==> config.mk <==
export PLATFORM = sky130hd
export DESIGN_NAME = text_token_splitter_top
export DESIGN_NICKNAME = d
export VERILOG_FILES = /design/src/sv/tts_pkg.sv /design/src/sv/tts_front.sv /design/src/sv/tts_queue.sv /design/src/sv/tts_back.sv /design/src/sv/text_token_splitter_top.sv
export VERILOG_INCLUDE_DIRS = /design/src /design/src/sv
export SDC_FILE = /design/constraint.sdc
export NUM_CORES = 1
export LEC_CHECK = 0
export ABC_AREA = 1
export BUFFER_PORTS_ARGS = -buffer_cell sky130_fd_sc_hd__buf_2
export CORE_MARGIN = 5
export CORE_UTILIZATION = 65
export CTS_BUF_LIST = sky130_fd_sc_hd__clkbuf_4
export CTS_CLUSTER_SIZE = 25
export DETAILED_ROUTE_END_ITERATION = 10
export PLACE_DENSITY = 0.88
export SLEW_MARGIN = 15
export SYNTH_ARGS = -nofsm -noshare
export SYNTH_HDL_FRONTEND = slang
export SYNTH_HIERARCHICAL = 1
export SYNTH_SLANG_ARGS = --single-unit
==> constraint.sdc <==
create_clock -name clk_i -period 5.25 [get_ports clk_i]
set_clock_uncertainty 0.2 [all_clocks]
set_input_delay 0.7875 -clock clk_i [delete_from_list [all_inputs] [get_ports clk_i]]
set_output_delay 0.7875 -clock clk_i [all_outputs]
set_load 0.01 [all_outputs]
==> src/sv/assert_macros.svh <==
// Assertion macros used by the top level of the token splitter.
`ifndef ASSERT_MACROS_SVH
`define ASSERT_MACROS_SVH
`ifndef SYNTH
// Check a property at every rising edge of clk_i outside reset.
`define TTS_ASSERT(lbl, prop) \
  lbl: assert property (@(posedge clk_i) disable iff (!rst_ni) (prop)) \
    else $error("tts assertion failed");
// Check that a condition in the next cycle follows from a condition now.
`define TTS_ASSERT_NEXT(lbl, ante, cons) \
  lbl: assert property (@(posedge clk_i) disable iff (!rst_ni) (ante) |=> (cons)) \
    else $error("tts assertion failed");
`else
`define TTS_ASSERT(lbl, prop)
`define TTS_ASSERT_NEXT(lbl, ante, cons)
`endif
`endif

==> src/sv/tts_pkg.sv <==
// Types, character constants and classifiers for the token splitter.
`timescale 1ns / 1ps
`default_nettype none
package tts_pkg;

  typedef enum logic [1:0] {
    MODE_IDLE        = 2'd0,
    MODE_TOKEN       = 2'd1,
    MODE_COMMENT     = 2'd2,
    MODE_TOKEN_SLASH = 2'd3
  } scan_mode_e;

  localparam int unsigned MaxResults = 3;
  localparam int unsigned ResIdxW    = 2;
  localparam int unsigned QueueDepth = 4;
  localparam int unsigned QPtrW      = $clog2(QueueDepth);

  localparam logic [7:0] ChOpen  = 8'h7B;
  localparam logic [7:0] ChClose = 8'h7D;
  localparam logic [7:0] ChSlash = 8'h2F;
  localparam logic [7:0] ChCr    = 8'h0D;

  // One result byte.
  typedef struct packed {
    logic [7:0] tok_byte;
    logic       last;
    logic       brace;
  } res_t;

  // All results caused by one input byte; count is never zero in the queue.
  typedef struct packed {
    res_t [MaxResults-1:0] res;
    logic [ResIdxW-1:0]    count;
  } bundle_t;

  typedef struct packed {
    logic    push;
    bundle_t data;
  } q_wr_t;

  typedef struct packed {
    logic    valid;
    bundle_t data;
  } q_rd_t;

  function automatic logic is_sep(logic [7:0] c);
    return (c == 8'h20) || (c == 8'h09) || (c == 8'h0D) || (c == 8'h0A) ||
           (c == 8'h2C) || (c == 8'h3B) || (c == 8'h22) || (c == 8'h00);
  endfunction

  function automatic logic is_brace(logic [7:0] c);
    return (c == ChOpen) || (c == ChClose);
  endfunction

endpackage
`default_nettype wire

==> src/sv/tts_front.sv <==
// Front end: scans one byte per transfer and builds its bundle of results.
`timescale 1ns / 1ps
`default_nettype none
module tts_front (
  input  logic          clk_i,
  input  logic          rst_ni,
  input  logic          in_valid_i,
  input  logic [7:0]    text_byte_i,
  input  logic          buffer_end_i,
  output logic          in_stall_o,
  input  logic          q_full_i,
  output tts_pkg::q_wr_t q_wr_o
);
  import tts_pkg::*;

  scan_mode_e mode_q, mode_d;
  logic [7:0] held_q, held_d;
  logic       hv_q, hv_d;
  logic       accept;
  bundle_t    bnd;
  logic       do_tok, do_idle;
  logic [7:0] tok_x;

  function automatic bundle_t add_res(bundle_t b, logic [7:0] v, logic l, logic br);
    bundle_t r;
    r = b;
    if (b.count != ResIdxW'(MaxResults)) begin
      r.res[b.count] = '{tok_byte: v, last: l, brace: br};
      r.count        = b.count + ResIdxW'(1);
    end
    return r;
  endfunction

  assign in_stall_o = q_full_i;
  assign accept     = in_valid_i && !q_full_i;

  always_comb begin
    bnd     = '0;
    mode_d  = mode_q;
    held_d  = held_q;
    hv_d    = hv_q;
    do_tok  = 1'b0;
    do_idle = 1'b0;
    tok_x   = held_q;
    case (mode_q)
      MODE_COMMENT: begin
        if (text_byte_i == ChCr) begin
          mode_d = MODE_IDLE;
          held_d = '0;
          hv_d   = 1'b0;
        end
      end
      MODE_TOKEN: begin
        do_tok = 1'b1;
      end
      MODE_TOKEN_SLASH: begin
        if (text_byte_i == ChSlash) begin
          bnd    = add_res(bnd, held_q, 1'b1, 1'b0);
          mode_d = MODE_COMMENT;
          held_d = '0;
          hv_d   = 1'b0;
        end else begin
          bnd    = add_res(bnd, held_q, 1'b0, 1'b0);
          tok_x  = ChSlash;
          do_tok = 1'b1;
        end
      end
      default: begin
        if (hv_q) begin
          held_d = '0;
          hv_d   = 1'b0;
          if (text_byte_i == ChSlash) begin
            mode_d = MODE_COMMENT;
          end else begin
            do_idle = 1'b1;
          end
        end else begin
          do_idle = 1'b1;
        end
      end
    endcase

    // Pending token byte followed by the new byte.
    if (do_tok) begin
      if (is_sep(text_byte_i)) begin
        bnd    = add_res(bnd, tok_x, 1'b1, 1'b0);
        mode_d = MODE_IDLE;
        held_d = '0;
        hv_d   = 1'b0;
      end else if (is_brace(text_byte_i)) begin
        bnd    = add_res(bnd, tok_x, 1'b1, 1'b0);
        bnd    = add_res(bnd, text_byte_i, 1'b1, 1'b1);
        mode_d = MODE_IDLE;
        held_d = '0;
        hv_d   = 1'b0;
      end else if (text_byte_i == ChSlash) begin
        mode_d = MODE_TOKEN_SLASH;
        held_d = tok_x;
        hv_d   = 1'b1;
      end else begin
        bnd    = add_res(bnd, tok_x, 1'b0, 1'b0);
        mode_d = MODE_TOKEN;
        held_d = text_byte_i;
        hv_d   = 1'b1;
      end
    end

    // New byte between tokens with nothing held.
    if (do_idle) begin
      if (is_sep(text_byte_i)) begin
        // drop
      end else if (text_byte_i == ChSlash) begin
        held_d = text_byte_i;
        hv_d   = 1'b1;
      end else if (is_brace(text_byte_i)) begin
        bnd = add_res(bnd, text_byte_i, 1'b1, 1'b1);
      end else begin
        mode_d = MODE_TOKEN;
        held_d = text_byte_i;
        hv_d   = 1'b1;
      end
    end

    // Flush at the end of the buffer and return to the reset state.
    if (buffer_end_i) begin
      if (mode_d == MODE_TOKEN) begin
        bnd = add_res(bnd, held_d, 1'b1, 1'b0);
      end else if (mode_d == MODE_TOKEN_SLASH) begin
        bnd = add_res(bnd, held_d, 1'b0, 1'b0);
        bnd = add_res(bnd, ChSlash, 1'b1, 1'b0);
      end
      mode_d = MODE_IDLE;
      held_d = '0;
      hv_d   = 1'b0;
    end
  end

  assign q_wr_o.push = accept && (bnd.count != '0);
  assign q_wr_o.data = bnd;

  always_ff @(posedge clk_i or negedge rst_ni) begin
    if (!rst_ni) begin
      mode_q <= MODE_IDLE;
      held_q <= '0;
      hv_q   <= 1'b0;
    end else if (accept) begin
      mode_q <= mode_d;
      held_q <= held_d;
      hv_q   <= hv_d;
    end
  end

endmodule
`default_nettype wire

==> src/sv/tts_queue.sv <==
// Short queue of result bundles between the front and back ends.
`timescale 1ns / 1ps
`default_nettype none
module tts_queue (
  input  logic           clk_i,
  input  logic           rst_ni,
  input  tts_pkg::q_wr_t q_wr_i,
  output logic           q_full_o,
  input  logic           q_pop_i,
  output tts_pkg::q_rd_t q_rd_o
);
  import tts_pkg::*;

  bundle_t          entries_q [QueueDepth];
  logic [QPtrW-1:0] wr_ptr_q, rd_ptr_q;
  logic [QPtrW:0]   count_q, count_d;
  logic             push, pop;

  assign q_full_o = (count_q == (QPtrW+1)'(QueueDepth));
  assign push     = q_wr_i.push && !q_full_o;
  assign pop      = q_pop_i && (count_q != '0);

  assign q_rd_o.valid = (count_q != '0);
  assign q_rd_o.data  = entries_q[rd_ptr_q];

  always_comb begin
    count_d = count_q;
    if (push && !pop) begin
      count_d = count_q + (QPtrW+1)'(1);
    end else if (pop && !push) begin
      count_d = count_q - (QPtrW+1)'(1);
    end
  end

  always_ff @(posedge clk_i) begin
    if (push) begin
      entries_q[wr_ptr_q] <= q_wr_i.data;
    end
  end

  always_ff @(posedge clk_i or negedge rst_ni) begin
    if (!rst_ni) begin
      wr_ptr_q <= '0;
      rd_ptr_q <= '0;
      count_q  <= '0;
    end else begin
      if (push) begin
        wr_ptr_q <= wr_ptr_q + QPtrW'(1);
      end
      if (pop) begin
        rd_ptr_q <= rd_ptr_q + QPtrW'(1);
      end
      count_q <= count_d;
    end
  end

endmodule
`default_nettype wire

==> src/sv/tts_back.sv <==
// Back end: walks each bundle into the output register one result per cycle while out_stall_i is low.
`timescale 1ns / 1ps
`default_nettype none
module tts_back (
  input  logic           clk_i,
  input  logic           rst_ni,
  input  tts_pkg::q_rd_t q_rd_i,
  output logic           q_pop_o,
  output logic           out_valid_o,
  input  logic           out_stall_i,
  output logic [7:0]     token_byte_o,
  output logic           token_last_o,
  output logic           brace_token_o,
  output logic           run_last_o
);
  import tts_pkg::*;

  logic [ResIdxW-1:0] sub_q, sub_d;
  logic               ov_q, ov_d;
  logic [7:0]         byte_q;
  logic               last_q, brace_q, run_q;
  logic               load, run_end;
  res_t               cur;

  assign cur     = q_rd_i.data.res[sub_q];
  assign run_end = (sub_q == (q_rd_i.data.count - ResIdxW'(1)));
  assign load    = q_rd_i.valid && (!ov_q || !out_stall_i);
  assign q_pop_o = load && run_end;

  always_comb begin
    sub_d = sub_q;
    ov_d  = ov_q;
    if (load) begin
      sub_d = run_end ? '0 : sub_q + ResIdxW'(1);
      ov_d  = 1'b1;
    end else if (!out_stall_i) begin
      ov_d = 1'b0;
    end
  end

  always_ff @(posedge clk_i or negedge rst_ni) begin
    if (!rst_ni) begin
      sub_q <= '0;
      ov_q  <= 1'b0;
    end else begin
      sub_q <= sub_d;
      ov_q  <= ov_d;
    end
  end

  always_ff @(posedge clk_i) begin
    if (load) begin
      byte_q  <= cur.tok_byte;
      last_q  <= cur.last;
      brace_q <= cur.brace;
      run_q   <= run_end;
    end
  end

  assign out_valid_o   = ov_q;
  assign token_byte_o  = byte_q;
  assign token_last_o  = last_q;
  assign brace_token_o = brace_q;
  assign run_last_o    = run_q;

endmodule
`default_nettype wire

==> src/sv/text_token_splitter_top.sv <==
// Top level of the delimiter tokenizer with line comments.
//
//   channel  direction  handshake                  payload
//   input    in         in_valid_i / in_stall_o    text_byte_i, buffer_end_i
//   output   out        out_valid_o / out_stall_i  token_byte_o, token_last_o,
//                                                   brace_token_o, run_last_o
//
// The front end takes one byte per cycle unless the queue is full; each byte yields zero to three results.
// The back end issues one result per cycle while out_stall_i is low, so output bandwidth
// sets the sustained rate; a byte with no results pushes nothing into the queue.
// An input byte's results pass through a queue entry and then the output register.
// Reset clears the scanner state, queue pointers and count, output valid and result index.
// The input stalls only while the four-bundle queue is full.
`timescale 1ns / 1ps
`default_nettype none
`include "assert_macros.svh"
module text_token_splitter_top (
  input  logic       clk_i,
  input  logic       rst_ni,
  input  logic       in_valid_i,
  output logic       in_stall_o,
  input  logic [7:0] text_byte_i,
  input  logic       buffer_end_i,
  output logic       out_valid_o,
  input  logic       out_stall_i,
  output logic [7:0] token_byte_o,
  output logic       token_last_o,
  output logic       brace_token_o,
  output logic       run_last_o
);
  import tts_pkg::*;

  q_wr_t q_wr;
  q_rd_t q_rd;
  logic  q_full;
  logic  q_pop;

  // Classify each byte, advance the scan state and build the result bundle.
  tts_front u_front (
    .clk_i        (clk_i),
    .rst_ni       (rst_ni),
    .in_valid_i   (in_valid_i),
    .text_byte_i  (text_byte_i),
    .buffer_end_i (buffer_end_i),
    .in_stall_o   (in_stall_o),
    .q_full_i     (q_full),
    .q_wr_o       (q_wr)
  );

  // Hold bundles so a stalled output does not stop scanning at once.
  tts_queue u_queue (
    .clk_i    (clk_i),
    .rst_ni   (rst_ni),
    .q_wr_i   (q_wr),
    .q_full_o (q_full),
    .q_pop_i  (q_pop),
    .q_rd_o   (q_rd)
  );

  // Drain bundles one result per transfer; mark the last of each bundle.
  tts_back u_back (
    .clk_i         (clk_i),
    .rst_ni        (rst_ni),
    .q_rd_i        (q_rd),
    .q_pop_o       (q_pop),
    .out_valid_o   (out_valid_o),
    .out_stall_i   (out_stall_i),
    .token_byte_o  (token_byte_o),
    .token_last_o  (token_last_o),
    .brace_token_o (brace_token_o),
    .run_last_o    (run_last_o)
  );

  // A brace always forms a one-byte token.
  `TTS_ASSERT(a_brace_is_last, !(out_valid_o && brace_token_o) || token_last_o)
  // Mid-bundle the next result is already queued and follows without a gap.
  `TTS_ASSERT_NEXT(a_run_continues, out_valid_o && !out_stall_i && !run_last_o, out_valid_o)
  // The front end never pushes into a full queue.
  `TTS_ASSERT(a_no_push_full, !(q_wr.push && q_full))

endmodule
`default_nettype wire

## After elaboration in Yosys (flattened, before gate mapping)

Memories as Yosys holds them, arrays and structs flattened.
Index checks and enable logic that the tools add are counted.

- Register bits: 32
- Bits in writable memories: 128
- Output and inout bits: 13
- Memories: 1

Memory list:

| name | depth | bits a word | rd ports | clocked after memory_dff | write ports | RTL line | text |
|---|---|---|---|---|---|---|---|
| u_queue.entries_q | 4 | 32 | 1 | 0 | 1 | tts_queue.sv:14 | `bundle_t entries_q [QueueDepth];` |

- $add $sub $neg: 11
- Order comparisons: 11
- Equality and inequality tests: 23
- Multiplexer cells: 94
- Bitwise logic cells: 3
- Reductions and logical operators: 32

Operators by type and width:

| operator | number |
|---|---|
| two-way mux 32 bit | 24 |
| bitwise mux 30 bit | 6 |
| two-way mux 8 bit | 14 |
| demux 10 bit (select 2 bit) | 5 |
| two-way mux 10 bit | 6 |
| == test 8 x 6 -> 1 bit, second input constant | 5 |
| two-way mux 2 bit | 13 |
| == test 8 x 4 -> 1 bit, second input constant | 3 |
| one-hot mux 8 bit (3 select lines) | 1 |
| binary-select mux 10 bit (select 2 bit) | 1 |
| < comparator 2 x 3 -> 1 bit, second input constant | 6 |
| bitwise OR 18 bit | 1 |
| two-way mux 1 bit | 17 |
| adder 2 x 1 -> 2 bit, second input constant | 8 |
| == test 8 x 7 -> 1 bit, second input constant | 2 |
| logical AND 1 bit | 13 |
| AND 12 bit | 1 |
| two-way mux 12 bit | 1 |
| inverter 12 bit | 1 |
| >= comparator 2 x 1 -> 1 bit, second input constant | 5 |
| inequality test 2 bit, second input constant | 5 |
| logical OR 1 bit | 9 |
| logical NOT 8 bit | 1 |
| == test 2 bit, second input constant | 3 |
| other kinds (16) | 23 |

## Longest topological paths before layout

- Word-level depth: 57
- Gate-level depth with buffers: 27
- Mapped depth without buffers: 27

## Modules after synthesis

Netlist, hierarchy kept.

By module, submodules not included:

| module | times used | cells each | area an instance (um^2) | seq. area each (um^2) |
|---|---|---|---|---|
| tts_queue | 1 | 434 | 5569.1 | 4018.9 |
| tts_front | 1 | 372 | 2154.6 | 275.3 |
| tts_back | 1 | 85 | 739.5 | 405.4 |

## Worst setup path before layout

OpenSTA, ideal clock, no wires.

- Path kind: in2reg
- Start: input port text_byte_i[1]
- End: memory u_queue/entries_q[0][0] (netlist bit) (enable)
- Data arrival time: 4020 ps
- Required time: 4629 ps
- Slack: 608 ps
- Stages: 16
- Path buffers: 2
- Path through: buf_4 -> nand2_2 -> nor2_1 -> nand2_2 -> ha_1 -> nor2_1 -> nor2_2 -> nand3_4 -> nand3_2 -> buf_6 -> inv_2 -> o211ai_1 -> nand2_1 -> inv_1 -> nand2_1 -> nor2_1

RTL lines:

| element | RTL line | text |
|---|---|---|
| start, declared | text_token_splitter_top.sv:22 | `input logic [7:0] text_byte_i,` |
| end, declared | tts_queue.sv:14 |  |

==> flow_summary_export.csv <==
group,metric,value,unit
outcome,status,"completed",
power,ir_worst_vdd,0.000339,V
yosys,synthAdderAreaFrac,0.0142,
global_route,grt_pass1_wl,28800,um
worst_hold_path,hold_path_end,"u_back/out_valid_o",
global_route,grt_pass1_vias,5970,
clock_tree,post-cts-setup-buffers,0,
yosys,synthSimpleGateAreaFrac,0.214,
yosys,yosys.area.top_type_share,0.493,
critical_path,cpMostUsedCell,"nand2_1",
detailed_routing,wl_met2,8560,um
timing,max_freq,0.257,GHz
yosys,syn_nets,913,
critical_path,required,5500,ps
clock_tree,clockBufferDepth,2,
place,io_buffers,25,
clock_tree,cts_tree,"yes",
critical_path,slowest_stage,"dfrtp_1",
yosys,yosysTopAreaCell,"edfxtp_1",
yosys,ys_seq_area_frac,0.555,
global_route,grt_max_degree,63,
critical_path,r2r-end,"u_queue/count_q[2]",
detailed_routing,via_count,6237,
critical_path,r2r_start,"u_front/mode_q[0]",
floorplan,fp.coreArea,0.0127,mm^2
timing,setup_tns,0,ps
detailed_routing,routed_wl,17800,um
final_layout,insertedDiodeCount,0,
critical_path,rr_worst_depth,20,
yosys,avgSynthCellArea,9.50,um^2
detailed_routing,wl_met1,7150,um
timing,maxSlewViolCount,0,
timing,worst_slew_pin_slew,729,ps
yosys,synth-seq-cells,160,
final_layout,final_nets,931,
place,place_congestion,0.960,
yosys,synthXorXnorAreaFrac,0.00103,
global_route,grt_use_total,0.248,
clock_tree,htree_levels,4,
clock_tree,cts-resized-gates,0,
detailed_routing,drt-initial-drc-count,552,
yosys,yosys_warnings,6,
yosys,syn_inst,891,
timing,timing.hold.ws,269,ps
timing,min_period,3890,ps
worst_hold_path,hp-start,"out_stall_i",
floorplan,die_y,124,um
detailed_routing,wire_per_inst,16.2,um
critical_path,reg2reg_slack,1360,ps
timing,setup_viol,0,
floorplan,io_pins,26,
detailed_routing,dr.pass1.iters,6,
yosys,netlist_area,0.00846,mm^2
yosys,synth_compound_area_frac,0.113,
critical_path,critical_path_arrival,4140,ps
yosys,synthTopCellsByArea,"edfxtp_1, nand2_1, dfrtp_1",
place,hpwlAfterDp,12300,um
detailed_routing,dr_wl_met3,1710,um
final_layout,fill_cells,908,
power,cellPowerDensity,568,mW/mm^2
power,cellLeakagePower,3.89,nW
worst_hold_path,hold_path_class,"input port to register",
detailed_routing,route.detailed.drc,0,
critical_path,crit_type,"register to register",
timing,rsz0062_at_grt,"no",
yosys,synthDistinctLibCells,37,
floorplan,chipWidth,124,um
worst_hold_path,hold_depth,3,
clock_tree,cts_sinks,160,
yosys,synth_top_family_by_area,"simple AND/OR/NAND/NOR gates",
critical_path,endpoint_kind,"register",
critical_path,critical_path.max_stage_delay,470,ps
clock_tree,cts-root-buf,"clkbuf_4",
yosys,synthMuxAreaShare,0,
floorplan,fp-row-count,41,
critical_path,crit_fanout,11,
clock_tree,clkTransAtPathRegs,140,ps
timing,min_period_over_period,0.742,
critical_path,cp_cell_sequence,"nand2_2, inv_1, ha_1, nor2_1, nor2_2, nand3_4, nand3_2, inv_2, o211ai_1, nand2_1, inv_1, nand2_1, inv_1, ha_1, inv_1, fa_1, nand2_1, nand3_1, nand2_1, nand2_1",
clock_tree,worstSkewPairLatency,550,ps
floorplan,initial_core_util,0.668,
detailed_routing,detail-route-antenna-nets,0,
timing,relSlewSlack,0.512,
detailed_routing,top_layer,"met4",
global_route,overflow,0,
floorplan,dieArea,0.0154,mm^2
global_route,antenna_found_initial,0,
job,maxCapViolations,0,
final_layout,drive_above_1_share,0.149,
clock_tree,numCtsBuffers,17,
critical_path,cp-start-kind,"register",
final_layout,syn2layout_area_growth,4.80,%
detailed_routing,vias_per_cell,5.70,
timing,finalHoldViolations,0,
## kinds of logic (layout without fill, tap and decap cells)
| kind of cell | after synthesis | in the layout |
|---|---|---|
| fa+ha+maj | 9 | 9 |
| simple gates | 388 | 388 |
| compound gates | 144 | 144 |
| xor+xnor | 1 | 1 |
| flops | 160 | 160 |
| buf+inv | 189 | 220 |
## worst max path at each step
| stage | from | to | depth (start not counted) |
|---|---|---|---|
| after floorplan | text_byte_i[1] | u_queue/entries_q[0][0] | 16 |
| after global placement | text_byte_i[7] | u_queue/count_q[1] | 21 |
| after detailed placement | text_byte_i[7] | u_queue/count_q[1] | 21 |
| after CTS | u_front/mode_q[0] | u_queue/count_q[2] | 20 |
| after global routing | u_front/mode_q[0] | u_queue/count_q[2] | 20 |
| final | u_front/mode_q[0] | u_queue/count_q[2] | 20 |
## per-stage QoR
step | instance area (um^2) | power [mW] | util | instances | worst slack, ps
floorplan | 8460 | 3.84 | - | 891 | 608
global placement | 8590 | 4.25 | 0.678 | 1061 | 1080
detailed placement | 8590 | 4.35 | 0.678 | 1061 | 882
CTS | 8870 | 5.02 | 0.700 | 1094 | 1400
global route | 8870 | 5.40 | 0.700 | 1094 | 1050
finish | 8870 | 5.04 | 0.700 | 1094 | 1360
## synth_stat cells
master	number
nand2_4	5
nand4_1	9
nor3_1	2
nand2_1	226
buf_4	8
ha_1	8
a21oi_2	5
o211ai_1	67
nand4_4	1
o21ai_1	29
clkinv_1	2
a22oi_1	1
nand2_2	11
nand3_1	49
nand3_2	8
nand3_4	4
a21oi_4	1
inv_1	134
dfrtp_1	21
fa_1	1
o21ai_2	3
nor2_4	2
nor2_8	2
buf_2	10
o21ai_0	28
nor3_4	1
xnor2_1	1
a21oi_1	2
inv_2	17
nor2_1	61
edfxtp_1	139
o311ai_0	1
clkbuf_1	2
buf_6	16
nor2_2	7
o21ai_4	1
o22ai_1	6
## critical path: cells and delay by family (launching register included)
kind	cells	cell delay, ps
adder cells (fa/ha/maj)	3	820
AO/OA/AOI/OAI	1	170
flip-flops	1	470
buffers and inverters	5	670
AND/OR/NAND/NOR	11	1440
## routing by layer
metal / GRT usage / vias to the layer above
met1: 0.326 / 2849
met5: 0 / -
met4: 0.103 / 0
li1: - / 3007
met2: 0.402 / 344
met3: 0.0527 / 37
## power by group
group	internal [mW]	switching [mW]
registers	1.87	0.150
logic	0.672	1.68
clock network	0.239	0.437
## cells in the final DEF, fill, tap and decap left out, types with 9 or more instances in the layout
| master | n |
|---|---|
| inv_1 | 134 |
| nand3_1 | 49 |
| o211ai_1 | 67 |
| nand2_1 | 226 |
| o21ai_1 | 29 |
| dfrtp_1 | 21 |
| buf_4 | 9 |
| inv_2 | 16 |
| buf_2 | 25 |
| edfxtp_1 | 139 |
| nand2_2 | 11 |
| nand4_1 | 9 |
| o21ai_0 | 28 |
| nor2_2 | 9 |
| clkbuf_4 | 17 |
| nor2_1 | 57 |
## final cells by class
cell class	instances	area [um^2]	share of cell area
multi-input cells	542	2910	0.328
flip-flops and latches	160	4700	0.530
clock inverters	15	138	0.0155
well taps	172	215	0.0243
clock buffers	17	128	0.0144
repair buffers	35	203	0.0229
inverters	153	576	0.0649
## flip-flops by register name (all words and copies together), names as in the netlist
signal	flops
u_queue/entries_q	128
u_back/token_byte_o	8
u_front/held_q	8
u_queue/count_q	3
u_back/sub_q	2
u_front/mode_q	2
u_queue/rd_ptr_q	2
u_queue/wr_ptr_q	2
u_back/brace_token_o	1
u_back/out_valid_o	1
u_back/run_last_o	1
u_back/token_last_o	1
u_front/hv_q	1
## what timing repair did
| item | CTS | global route |
|---|---|---|
| hold buffers | 1 | 0 |
| endpoints found under the hold margin | 12 | 0 |
| setup endpoints to repair | 0 | 0 |
No activity file was read; power rests on OpenSTA's default activity.
